## config.mk

```make
export PLATFORM = sky130hd
export DESIGN_NAME = base64_stream_decoder_top
export DESIGN_NICKNAME = d
export VERILOG_FILES = /design/src/sv/b64d_pkg.sv /design/src/sv/base64_stream_decoder_top.sv /design/src/sv/b64d_front.sv /design/src/sv/b64d_queue.sv /design/src/sv/b64d_back.sv
export SDC_FILE = /design/constraint.sdc
export NUM_CORES = 1
export LEC_CHECK = 0
export BUFFER_PORTS_ARGS = -buffer_cell sky130_fd_sc_hd__buf_2
export CORE_ASPECT_RATIO = 1.1
export CORE_MARGIN = 8
export CORE_UTILIZATION = 40
export CTS_BUF_LIST = sky130_fd_sc_hd__clkbuf_4 sky130_fd_sc_hd__clkbuf_8
export CTS_CLUSTER_DIAMETER = 120
export DETAILED_ROUTE_END_ITERATION = 16
export PLACE_DENSITY_LB_ADDON = 0.12
export SETUP_SLACK_MARGIN = 0.5
export SLEW_MARGIN = 10
export SYNTH_ARGS = -nofsm -noshare
export SYNTH_HDL_FRONTEND = slang
export SYNTH_SLANG_ARGS = --single-unit
```

## constraint.sdc

```tcl
create_clock -name clk_i -period 5.9 [get_ports clk_i]
set_input_delay 1.77 -clock clk_i [delete_from_list [all_inputs] [get_ports clk_i]]
set_output_delay 1.77 -clock clk_i [all_outputs]
set_load 0.02 [all_outputs]
```

## src/sv/b64d_pkg.sv

```systemverilog
`timescale 1ns / 1ps
// Shared types, constants and the alphabet lookup of the base64 stream decoder.
package b64d_pkg;

  localparam int unsigned CountBitsDefault = 21;
  localparam int unsigned CapacityW        = 20;
  localparam int unsigned CharCountW       = 21;
  localparam int unsigned GroupW           = 24;
  localparam int unsigned QueueDepth       = 4;
  localparam logic [CapacityW-1:0] CapacityReset = '1;

  typedef enum logic [1:0] {
    KIND_BYTE  = 2'd0,
    KIND_DONE  = 2'd1,
    KIND_ERROR = 2'd2
  } kind_e;

  // One unit of work for the back end: either a full group of three bytes
  // or a single status word.
  typedef struct packed {
    logic                  is_group;
    kind_e                 kind;
    logic [GroupW-1:0]     group;
    logic [CharCountW-1:0] count;
  } job_t;

  // Bit 6 set marks a character of the alphabet; bits 5:0 hold its value.
  function automatic logic [6:0] sym_lookup(logic [7:0] c);
    logic [6:0] r;
    r = 7'd0;
    if (c inside {[8'h41:8'h5A]}) begin
      r = {1'b1, 6'(c - 8'h41)};
    end else if (c inside {[8'h61:8'h7A]}) begin
      r = {1'b1, 6'(c - 8'h61 + 8'd26)};
    end else if (c inside {[8'h30:8'h39]}) begin
      r = {1'b1, 6'(c - 8'h30 + 8'd52)};
    end else if (c == 8'h2B) begin
      r = {1'b1, 6'h3E};
    end else if (c == 8'h2F) begin
      r = {1'b1, 6'h3F};
    end else if (c == 8'h3D) begin
      r = {1'b1, 6'h00};
    end
    return r;
  endfunction

endpackage

```

## src/sv/base64_stream_decoder_top.sv

```systemverilog
`timescale 1ns / 1ps
// Top level of the base64 stream decoder.
// The decoder takes one character word per cycle on the slave side, with no
// stall of its own as long as the output keeps up; a word with tlast set
// closes the text. Each fourth significant character yields three byte words
// and each end of text or error yields one status word. The front end
// accepts a character and writes a job into a four-entry queue;
// the back end drains that queue one output word per handshake, so a three-byte
// group occupies it for three output words. The input stalls only when
// the queue is full. The output capacity register may be written at any time
// while no text is being decoded.
module base64_stream_decoder_top
  import b64d_pkg::*;
#(
  parameter int unsigned COUNT_BITS = CountBitsDefault
) (
  input  logic                 clk_i,
  input  logic                 rst_ni,
  input  logic                 cfg_valid_i,
  output logic                 cfg_ready_o,
  input  logic [CapacityW-1:0] cfg_data_i,      // out_capacity
  input  logic                 s_axis_tvalid,
  output logic                 s_axis_tready,
  input  logic [7:0]           s_axis_tdata,    // char_code
  input  logic                 s_axis_tlast,
  output logic                 m_axis_tvalid,
  input  logic                 m_axis_tready,
  output logic [31:0]          m_axis_tdata,    // data_byte, char_count, zero fill
  output logic [1:0]           m_axis_tuser,    // kind
  output logic                 m_axis_tlast
);

  logic in_fire;
  logic push;
  job_t push_job;
  logic full;
  logic pop;
  logic avail;
  job_t head;

  assign cfg_ready_o   = 1'b1;
  assign s_axis_tready = !full;
  assign in_fire       = s_axis_tvalid && s_axis_tready;

  b64d_front #(
    .COUNT_BITS(COUNT_BITS)
  ) u_front (
    .clk_i        (clk_i),
    .rst_ni       (rst_ni),
    .cfg_valid_i  (cfg_valid_i),
    .cfg_data_i   (cfg_data_i),
    .in_fire_i    (in_fire),
    .char_code_i  (s_axis_tdata),
    .end_of_text_i(s_axis_tlast),
    .push_o       (push),
    .push_job_o   (push_job)
  );

  b64d_queue u_queue (
    .clk_i     (clk_i),
    .rst_ni    (rst_ni),
    .push_i    (push),
    .push_job_i(push_job),
    .full_o    (full),
    .pop_i     (pop),
    .avail_o   (avail),
    .head_o    (head)
  );

  b64d_back u_back (
    .clk_i        (clk_i),
    .rst_ni       (rst_ni),
    .avail_i      (avail),
    .head_i       (head),
    .pop_o        (pop),
    .m_axis_tvalid(m_axis_tvalid),
    .m_axis_tready(m_axis_tready),
    .m_axis_tdata (m_axis_tdata),
    .m_axis_tuser (m_axis_tuser),
    .m_axis_tlast (m_axis_tlast)
  );

endmodule

```

## src/sv/b64d_front.sv

```systemverilog
`timescale 1ns / 1ps
// Front end: accepts characters, keeps the per-text state and queues jobs.
module b64d_front
  import b64d_pkg::*;
#(
  parameter int unsigned COUNT_BITS = CountBitsDefault
) (
  input  logic                 clk_i,
  input  logic                 rst_ni,
  input  logic                 cfg_valid_i,
  input  logic [CapacityW-1:0] cfg_data_i,
  input  logic                 in_fire_i,
  input  logic [7:0]           char_code_i,
  input  logic                 end_of_text_i,
  output logic                 push_o,
  output job_t                 push_job_o
);

  localparam int unsigned CmpW = ((COUNT_BITS > CapacityW) ? COUNT_BITS : CapacityW) + 1;
  localparam logic [COUNT_BITS-1:0] CntMax = '1;

  logic [CapacityW-1:0]  cap_q;
  logic [GroupW-1:0]     acc_q, acc_d;
  logic [1:0]            pos_q, pos_d;
  logic [COUNT_BITS-1:0] bw_q, bw_d;
  logic [COUNT_BITS-1:0] sig_q, sig_d;
  logic                  err_q, err_d;

  logic [6:0]            sym;
  logic                  blank;
  logic                  no_room;
  logic [COUNT_BITS:0]   bw_sum;

  assign sym     = sym_lookup(char_code_i);
  assign blank   = (char_code_i inside {[8'h09:8'h0D]}) || (char_code_i == 8'h20);
  assign no_room = (CmpW'(bw_q) + CmpW'(2)) >= CmpW'(cap_q);
  assign bw_sum  = {1'b0, bw_q} + (COUNT_BITS+1)'(3);

  always_comb begin
    acc_d      = acc_q;
    pos_d      = pos_q;
    bw_d       = bw_q;
    sig_d      = sig_q;
    err_d      = err_q;
    push_o     = 1'b0;
    push_job_o = '{is_group: 1'b0, kind: KIND_ERROR, group: acc_q,
                   count: CharCountW'(sig_q)};
    if (in_fire_i) begin
      if (end_of_text_i) begin
        push_o          = 1'b1;
        push_job_o.kind = err_q ? KIND_ERROR : KIND_DONE;
        acc_d           = '0;
        pos_d           = '0;
        bw_d            = '0;
        sig_d           = '0;
        err_d           = 1'b0;
      end else if (err_q) begin
        err_d = 1'b1;
      end else if (no_room || (!blank && !sym[6])) begin
        err_d  = 1'b1;
        push_o = 1'b1;
      end else if (!blank) begin
        acc_d = {acc_q[GroupW-7:0], sym[5:0]};
        sig_d = (sig_q == CntMax) ? sig_q : sig_q + COUNT_BITS'(1);
        if (pos_q == 2'd3) begin
          pos_d               = '0;
          bw_d                = (bw_sum > {1'b0, CntMax}) ? CntMax : bw_sum[COUNT_BITS-1:0];
          push_o              = 1'b1;
          push_job_o.is_group = 1'b1;
          push_job_o.kind     = KIND_BYTE;
          push_job_o.group    = acc_d;
          push_job_o.count    = CharCountW'(sig_d);
        end else begin
          pos_d = pos_q + 2'd1;
        end
      end
    end
  end

  always_ff @(posedge clk_i or negedge rst_ni) begin
    if (!rst_ni) begin
      cap_q <= CapacityReset;
      acc_q <= '0;
      pos_q <= '0;
      bw_q  <= '0;
      sig_q <= '0;
      err_q <= 1'b0;
    end else begin
      if (cfg_valid_i) begin
        cap_q <= cfg_data_i;
      end
      acc_q <= acc_d;
      pos_q <= pos_d;
      bw_q  <= bw_d;
      sig_q <= sig_d;
      err_q <= err_d;
    end
  end

  a_eot_clears : assert property (@(posedge clk_i) disable iff (!rst_ni)
    in_fire_i && end_of_text_i |=> pos_q == 2'd0 && !err_q && sig_q == '0 && bw_q == '0)
    else $error("End of text did not clear the text state.");

  a_err_silent : assert property (@(posedge clk_i) disable iff (!rst_ni)
    in_fire_i && !end_of_text_i && err_q |-> !push_o)
    else $error("A character after an error produced a word.");

endmodule

```

## src/sv/b64d_queue.sv

```systemverilog
`timescale 1ns / 1ps
// Short job queue between the front end and the back end.
module b64d_queue
  import b64d_pkg::*;
(
  input  logic clk_i,
  input  logic rst_ni,
  input  logic push_i,
  input  job_t push_job_i,
  output logic full_o,
  input  logic pop_i,
  output logic avail_o,
  output job_t head_o
);

  localparam int unsigned PtrW = $clog2(QueueDepth);

  job_t              mem_q [QueueDepth];
  logic [PtrW-1:0]   wr_q, rd_q;
  logic [PtrW:0]     cnt_q;

  assign full_o  = cnt_q == (PtrW+1)'(QueueDepth);
  assign avail_o = cnt_q != '0;
  assign head_o  = mem_q[rd_q];

  always_ff @(posedge clk_i) begin
    if (push_i) begin
      mem_q[wr_q] <= push_job_i;
    end
  end

  always_ff @(posedge clk_i or negedge rst_ni) begin
    if (!rst_ni) begin
      wr_q  <= '0;
      rd_q  <= '0;
      cnt_q <= '0;
    end else begin
      if (push_i) begin
        wr_q <= wr_q + PtrW'(1);
      end
      if (pop_i) begin
        rd_q <= rd_q + PtrW'(1);
      end
      cnt_q <= cnt_q + (PtrW+1)'(push_i) - (PtrW+1)'(pop_i);
    end
  end

  a_no_overflow : assert property (@(posedge clk_i) disable iff (!rst_ni)
    !(push_i && full_o))
    else $error("Job pushed into a full queue.");

  a_no_underflow : assert property (@(posedge clk_i) disable iff (!rst_ni)
    !(pop_i && !avail_o))
    else $error("Job popped from an empty queue.");

endmodule

```

## src/sv/b64d_back.sv

```systemverilog
`timescale 1ns / 1ps
// Back end: turns queued jobs into output words, one word per handshake.
module b64d_back
  import b64d_pkg::*;
(
  input  logic        clk_i,
  input  logic        rst_ni,
  input  logic        avail_i,
  input  job_t        head_i,
  output logic        pop_o,
  output logic        m_axis_tvalid,
  input  logic        m_axis_tready,
  output logic [31:0] m_axis_tdata,
  output logic [1:0]  m_axis_tuser,
  output logic        m_axis_tlast
);

  logic       busy_q;
  logic [1:0] beat_q;
  job_t       job_q;
  logic       fire;
  logic       is_last;
  logic [7:0] data_byte;

  assign is_last = !job_q.is_group || (beat_q == 2'd2);
  assign fire    = busy_q && m_axis_tready;
  assign pop_o   = avail_i && (!busy_q || (fire && is_last));

  always_comb begin
    case (beat_q)
      2'd0:    data_byte = job_q.group[23:16];
      2'd1:    data_byte = job_q.group[15:8];
      default: data_byte = job_q.group[7:0];
    endcase
    if (!job_q.is_group) begin
      data_byte = 8'd0;
    end
  end

  assign m_axis_tvalid = busy_q;
  assign m_axis_tdata  = {3'd0, job_q.count, data_byte};
  assign m_axis_tuser  = job_q.kind;
  assign m_axis_tlast  = is_last;

  always_ff @(posedge clk_i) begin
    if (pop_o) begin
      job_q <= head_i;
    end
  end

  always_ff @(posedge clk_i or negedge rst_ni) begin
    if (!rst_ni) begin
      busy_q <= 1'b0;
      beat_q <= '0;
    end else begin
      if (pop_o) begin
        busy_q <= 1'b1;
        beat_q <= '0;
      end else if (fire) begin
        if (is_last) begin
          busy_q <= 1'b0;
          beat_q <= '0;
        end else begin
          beat_q <= beat_q + 2'd1;
        end
      end
    end
  end

  a_status_last : assert property (@(posedge clk_i) disable iff (!rst_ni)
    busy_q && !job_q.is_group |-> m_axis_tlast && m_axis_tdata[7:0] == 8'd0)
    else $error("Status word not marked last or carries data.");

endmodule

```

-- Yosys cells after proc, flatten, opt, wreduce, memory -nomap -nowiden
Memories as Yosys holds them, arrays and structs flattened. A register that Yosys moved wholly into a read port is not among the register bits.
Cells that the tools add are included.
Widths: inputs -> output; s select.
- add/sub/neg operators: 14
- reduce and logical (&&, ||, !) cells: 26
- order comparisons: 10
- eq/ne operators: 12
- multiplexer cells: 54
- operators by type and width (cell ; count):
    $mux 48 ; 5
    $mux 21 ; 11
    $mux 24 ; 4
    $mux 45 ; 1
    $add 21x2->22 const B ; 2
    $mux 7 ; 6
    $eq 8x6->1 const B ; 4
    $ge 22x20->1 ; 1
    $gt 22x21->1 const B ; 1
    $add 21x1->21 const B ; 1
    $eq 21x21->1 const B ; 1
    $mux 2 ; 10
    $ge 8x7->1 const B ; 2
    $le 8x7->1 const B ; 2
    $pmux 8 s2 ; 1
    $mux 1 ; 15
    $sub 6x6->6 const B ; 2
    $logic_and 1x1->1 ; 9
    $add 2x1->2 const B ; 4
    $ge 8x4->1 const B ; 1
    $ge 8x6->1 const B ; 1
    $le 8x4->1 const B ; 1
    $le 8x6->1 const B ; 1
    $mux 8 ; 1
    other kinds (17) ; 29
- register bits after elaboration: 99
- input port bits: 34
- word-level logic and storage cells: 128
- memories kept: 1
- output and inout port bits: 38
- memory bits (writable): 192
- memory list (memory ; words ; width ; rd ports ; clocked after memory_dff ; wr ports ; line ; RTL):
    u_queue.mem_q ; 4 ; 48 ; 1 ; 1 ; 1 ; b64d_queue.sv:18 ; job_t mem_q [QueueDepth];

-- Longest topological paths before layout
- word-level depth: 16
- gate-level depth with buffers: 20
- depth with buffers taken out: 18

-- Hierarchy
From an unflattened synthesis, not the netlist that was laid out.
- cells, all modules: 1222
- area total of the unflattened synthesis: 16034.1 µm²
- modules (own cells, without submodules) (module ; cells an instance ; area each (µm²) ; times used):
    b64d_queue ; 285 ; 7373.3 ; 1
    b64d_front ; 810 ; 6602.6 ; 1
    b64d_back ; 123 ; 2037.0 ; 1
    base64_stream_decoder_top ; 4 ; 21.3 ; 1

-- Worst setup path before layout
OpenSTA, ideal clock, no wires.
- path kind: input port to flip-flop
- start point: input port s_axis_tdata[2]
- end point: memory u_queue.mem_q[0][0] (netlist bit), enable pin
- cell stages on the path: 12
- slack: -0.595 ns
- data required time: 5.440 ns
- setup time: 0.460 ns
- data arrival time: 6.035 ns
- cells stage by stage: clkbuf_1 inv_1 ha_1 clkbuf_1 and3b_1 a2111oi_0 nor3_1 a211oi_1 or3_1 nand3b_1 a31oi_1 nor2b_1
- word-level cells in the longest chain between the ends: 16
- RTL lines (item ; line ; RTL):
    start, declared ; base64_stream_decoder_top.sv:24 ; input logic [7:0] s_axis_tdata,
    $eq 8x6->1 ; b64d_pkg.sv:41 ; end else if (c == 8'h3D) begin
    $mux 7 ; b64d_pkg.sv:41 ;
    $mux 7 ; b64d_pkg.sv:39 ; end else if (c == 8'h2F) begin
    $mux 7 ; b64d_pkg.sv:37 ; end else if (c == 8'h2B) begin
    $mux 7 ; b64d_pkg.sv:35 ; end else if (c inside {[8'h30:8'h39]}) begin
    $mux 7 ; b64d_pkg.sv:33 ; end else if (c inside {[8'h61:8'h7A]}) begin
    $mux 7 ; b64d_pkg.sv:31 ; if (c inside {[8'h41:8'h5A]}) begin
    $logic_not 1->1 ; b64d_front.sv:59 ; end else if (no_room || (!blank && !sym[6])) begin
    $logic_and 1x1->1 ; b64d_front.sv:59 ;
    $logic_or 1x1->1 ; b64d_front.sv:59 ;
    $mux 1 (*) ; b64d_front.sv:59 ;
    $mux 1 (*) ; b64d_front.sv:57 ; end else if (err_q) begin
    $mux 1 (*) ; b64d_front.sv:49 ; if (end_of_text_i) begin
    $mux 1 (*) ; b64d_front.sv:48 ; if (in_fire_i) begin
    $mux 1 (*) ; b64d_queue.sv:27 ; if (push_i) begin
    $mux 1 (implied by the code) (*) ; b64d_queue.sv:28 ; mem_q[wr_q] <= push_job_i;
    end, declared ; b64d_queue.sv:18 ;
Mark *: on every way between the ends. The rest lies on a longest branch, timed or not.

==> flow_summary_export.csv <==
group,metric,value,unit
run_status,status,"finished, final reports clean",
timing,relSlewSlack,16.6,%
place,place_congestion,0.826,
floorplan,rows,75,
place,hpwl,22000,µm
final_layout,drive_gt1_share,21.5,%
pwr,p_leak,0.00666,µW
timing,fin_ws,0.950,ns
timing,rsz0062_at_grt,"no",
clock_tree,clkLatencyLatePin,0.64,ns
floorplan,die_w,204,µm
synthesis,synth-async-reset-ratio,29.2,%
worst_setup_path,r2r_end,"u_queue.mem_q[1][8]",
pwr,p_per_area,415,nW/µm²
worst_setup_path,worst-r2r-cell-count,15,
timing,fin_crit,4.95,ns
detailed_routing,vias,9423,
clock_tree,post_cts_resized,0,
synthesis,synthTopCellsByArea,"edfxtp_1, dfrtp_1, mux4_2",
final_layout,final_common_cell,"edfxtp_1",
place,io_buffers,67,
pwr,p_comb_share,23.1,%
min_path,hold_path_class,"register to register",
global_route,grt_pass1_vias,10004,
global_route,grt_use_total,15.8,%
worst_setup_path,cp.arrival,5.32,ns
global_route,grt_pass1_wl,57000,µm
pwr,seqPwrFrac,46.1,%
final_layout,final_util,45.9,%
worst_setup_path,startpoint,"u_front.bw_q[3]",
synthesis,synth_top_area_share,46.3,%
synthesis,synth_top_area_cell,"edfxtp_1",
clock_tree,cts_tree,"yes",
floorplan,die-area,45500,µm²
worst_setup_path,cp_common_cell,"nand3_1",
floorplan,start_util,40.6,%
detailed_routing,wl_per_cell,19.8,µm
clock_tree,htreeDepth,2,
detailed_routing,ant_nets,0,
final_layout,most-common-layout-cells,"edfxtp_1, nand2_1, dfrtp_1",
clock_tree,cts.sinks,339,
detailed_routing,drt-initial-drc-count,636,
synthesis,ys_types,71,
worst_setup_path,cpPeakStageDelay,0.63,ns
pwr,swShare,29.7,%
timing,fmax,202,MHz
timing,skew,0.0307,ns
synthesis,netlist_area,15600,µm²
place,pre_cts_slack,0.706,ns
detailed_routing,drt_wl_total,35200,µm
final_layout,n_antenna_cell,0,
detailed_routing,post-route-drc-count,0,
timing,setup_viol_count_final,0,
global_route,grt_max_degree,67,
worst_setup_path,path_class,"register to register",
synthesis,syn_inst,1173,
floorplan,core_area,38300,µm²
timing,worst_pin_slew,1.24,ns
global_route,grt_antenna_before_repair,0,
timing,finalSetupTns,0,ns
clock_tree,clk_pin_slew,0.06,ns
timing,hold_viol_final,0,
synthesis,ys_seq_area_share,62.4,%
worst_setup_path,r2r_slack,0.95,ns
clock_tree,cts_root_buffer,"clkbuf_8",
worst_setup_path,crit_fanout,40,
worst_setup_path,critPathCapture,"u_queue.mem_q[1][8]",
timing,slew_viol_final,0,
timing,post-route-period-util,83.9,%
pwr,ir_drop,0.241,mV
synthesis,ys_ff_latch,339,
worst_setup_path,crit_chain,"nand3_1 > or4_4 > or2_2 > nor2_1 > xor2_1 > ha_1 > nand3_1 > o22ai_1 > o21ai_0 > nand3_1 > or4b_1 > or3_4 > clkinv_4 > nand2_1 > xnor2_1",
final_layout,layout.nets,1312,
clock_tree,cts_buffers,56,
synthesis,synth.avg_cell_area,13.3,µm²
pwr,p_sw,2160,µW
pwr,power.total,7290,µW
global_route,grt-ovfl-total,0,
detailed_routing,drt-vias-per-instance,5.29,
clock_tree,holdBufCountCts,0,
synthesis,ys_warn_count,0,
clock_tree,ctsLongestPathBuffers,3,
worst_setup_path,end_kind,"register",
worst_setup_path,cp_slowest_cell,"or4_4",
worst_setup_path,cp_data_required_time,6.27,ns
worst_setup_path,start_kind,"register",
flow_run,maxCapViolCount,0,
pwr,clock_power_share,30.8,%
pwr,internal_power,5130,µW
clock_tree,cts_setup_buffers,0,
worst_setup_path,r2r_start,"u_front.bw_q[3]",
synthesis,synth_edf_count,240,
floorplan,die_h,223,µm
synthesis,synth_ff_type,"edfxtp_1",
final_layout,area_growth,13.0,%
floorplan,io_pins,72,
detailed_routing,drt_first_pass_iters,7,
cell type report:
cell class | count | area [µm²]
fillers | 3490 | 20700
multi-input cells | 695 | 5250
well taps | 500 | 626
clock inverters | 31 | 295
repair buffers | 88 | 558
flip-flops and latches | 339 | 9710
clock buffers | 75 | 932
inverters | 53 | 204
metrics by stage:
stage	hold slack, ns	area, µm²	std cells
after floorplan	0.466	15600	1175
after global placement	0.482	16300	1675
after detailed placement	0.486	16300	1675
after CTS	0.503	17600	1781
after global routing	0.514	17600	1781
final	0.499	17600	1781
flip-flops by register name, summed over array words and instances (netlist names):
| name | count |
|---|---|
| u_back.beat_q | 2 |
| u_back.job_q | 25 |
| u_back.m_axis_tdata | 21 |
| u_back.m_axis_tuser | 2 |
| u_back.m_axis_tvalid | 1 |
| u_front.acc_q | 24 |
| u_front.bw_q | 21 |
| u_front.cap_q | 20 |
| u_front.err_q | 1 |
| u_front.pos_q | 2 |
| u_front.sig_q | 21 |
| u_queue.cnt_q | 3 |
| u_queue.mem_q | 192 |
| u_queue.rd_q | 2 |
| u_queue.wr_q | 2 |
cell usage after synthesis, drive strengths merged, types with 5 or more instances:
cell type,instances
xor2,14
mux2,8
nor4,7
a22oi,8
ha,44
o21ai,51
inv,52
nand2b,7
or3,7
nor2b,9
and2,7
nand3,32
nand4,11
a21oi,36
a21boi,8
mux2i,5
a22o,25
dfrtp,79
buf,48
nor2,47
nor3,29
clkbuf,40
edfxtp,240
a211oi,5
and3,17
a31oi,17
dfstp,20
o22a,21
mux4,48
nand2,143
o31ai,6
xnor2,31
a21o,5
power groups by stage:
stage	combinational (µW)	clock, µW	sequential [µW]
floorplan	1310	0	3290
global placement	1730	0	3400
detailed placement	1730	0	3420
CTS	1740	2320	3370
global route	1860	2410	3420
finish	1680	2240	3360
per-layer routing:
metal / GRT usage, % / up-vias / routed length, µm
met3: 3.26 / 52 / 1740
met5: 0 / - / 0
met4: 5.30 / 0 / 739
li1: - / 4475 / -
met1: 20.1 / 4678 / 15400
met2: 26.6 / 218 / 17300
worst min path at each step:
stage / to / cells past startpoint / startpoint
2_1_floorplan: u_front.acc_q[23] / 1 / u_front.acc_q[23]
3_5_place_dp: u_front.acc_q[18] / 1 / u_front.acc_q[18]
5_1_grt: u_front.acc_q[21] / 1 / u_front.acc_q[21]
4_1_cts: u_front.acc_q[21] / 1 / u_front.acc_q[21]
3_3_place_gp: u_front.acc_q[22] / 1 / u_front.acc_q[22]
6_report: u_front.acc_q[21] / 1 / u_front.acc_q[21]
worst max-delay path, delay by kind of cell, from the launching register on:
kind                     cells  cell delay, ns
XOR/XNOR                     2            0.63
buffers and inverters        1            0.27
AND/OR/NAND/NOR              9            2.66
flip-flops                   1            0.51
AO/OA/AOI/OAI                2            0.35
adder cells (fa/ha/maj)      1            0.26
cell families after synthesis:
| kind of cell | share of synthesized area (%) |
|---|---|
| flip-flops | 62.4 |
| AND/OR/NAND/NOR | 10.3 |
| AO/OA/AOI/OAI | 8.89 |
| buffers and inverters | 4.26 |
| multiplexers | 7.88 |
| adder cells (fa/ha/maj) | 3.67 |
| XOR/XNOR | 2.53 |
| other | 0.0483 |
No activity file was read; power rests on OpenSTA's default activity.
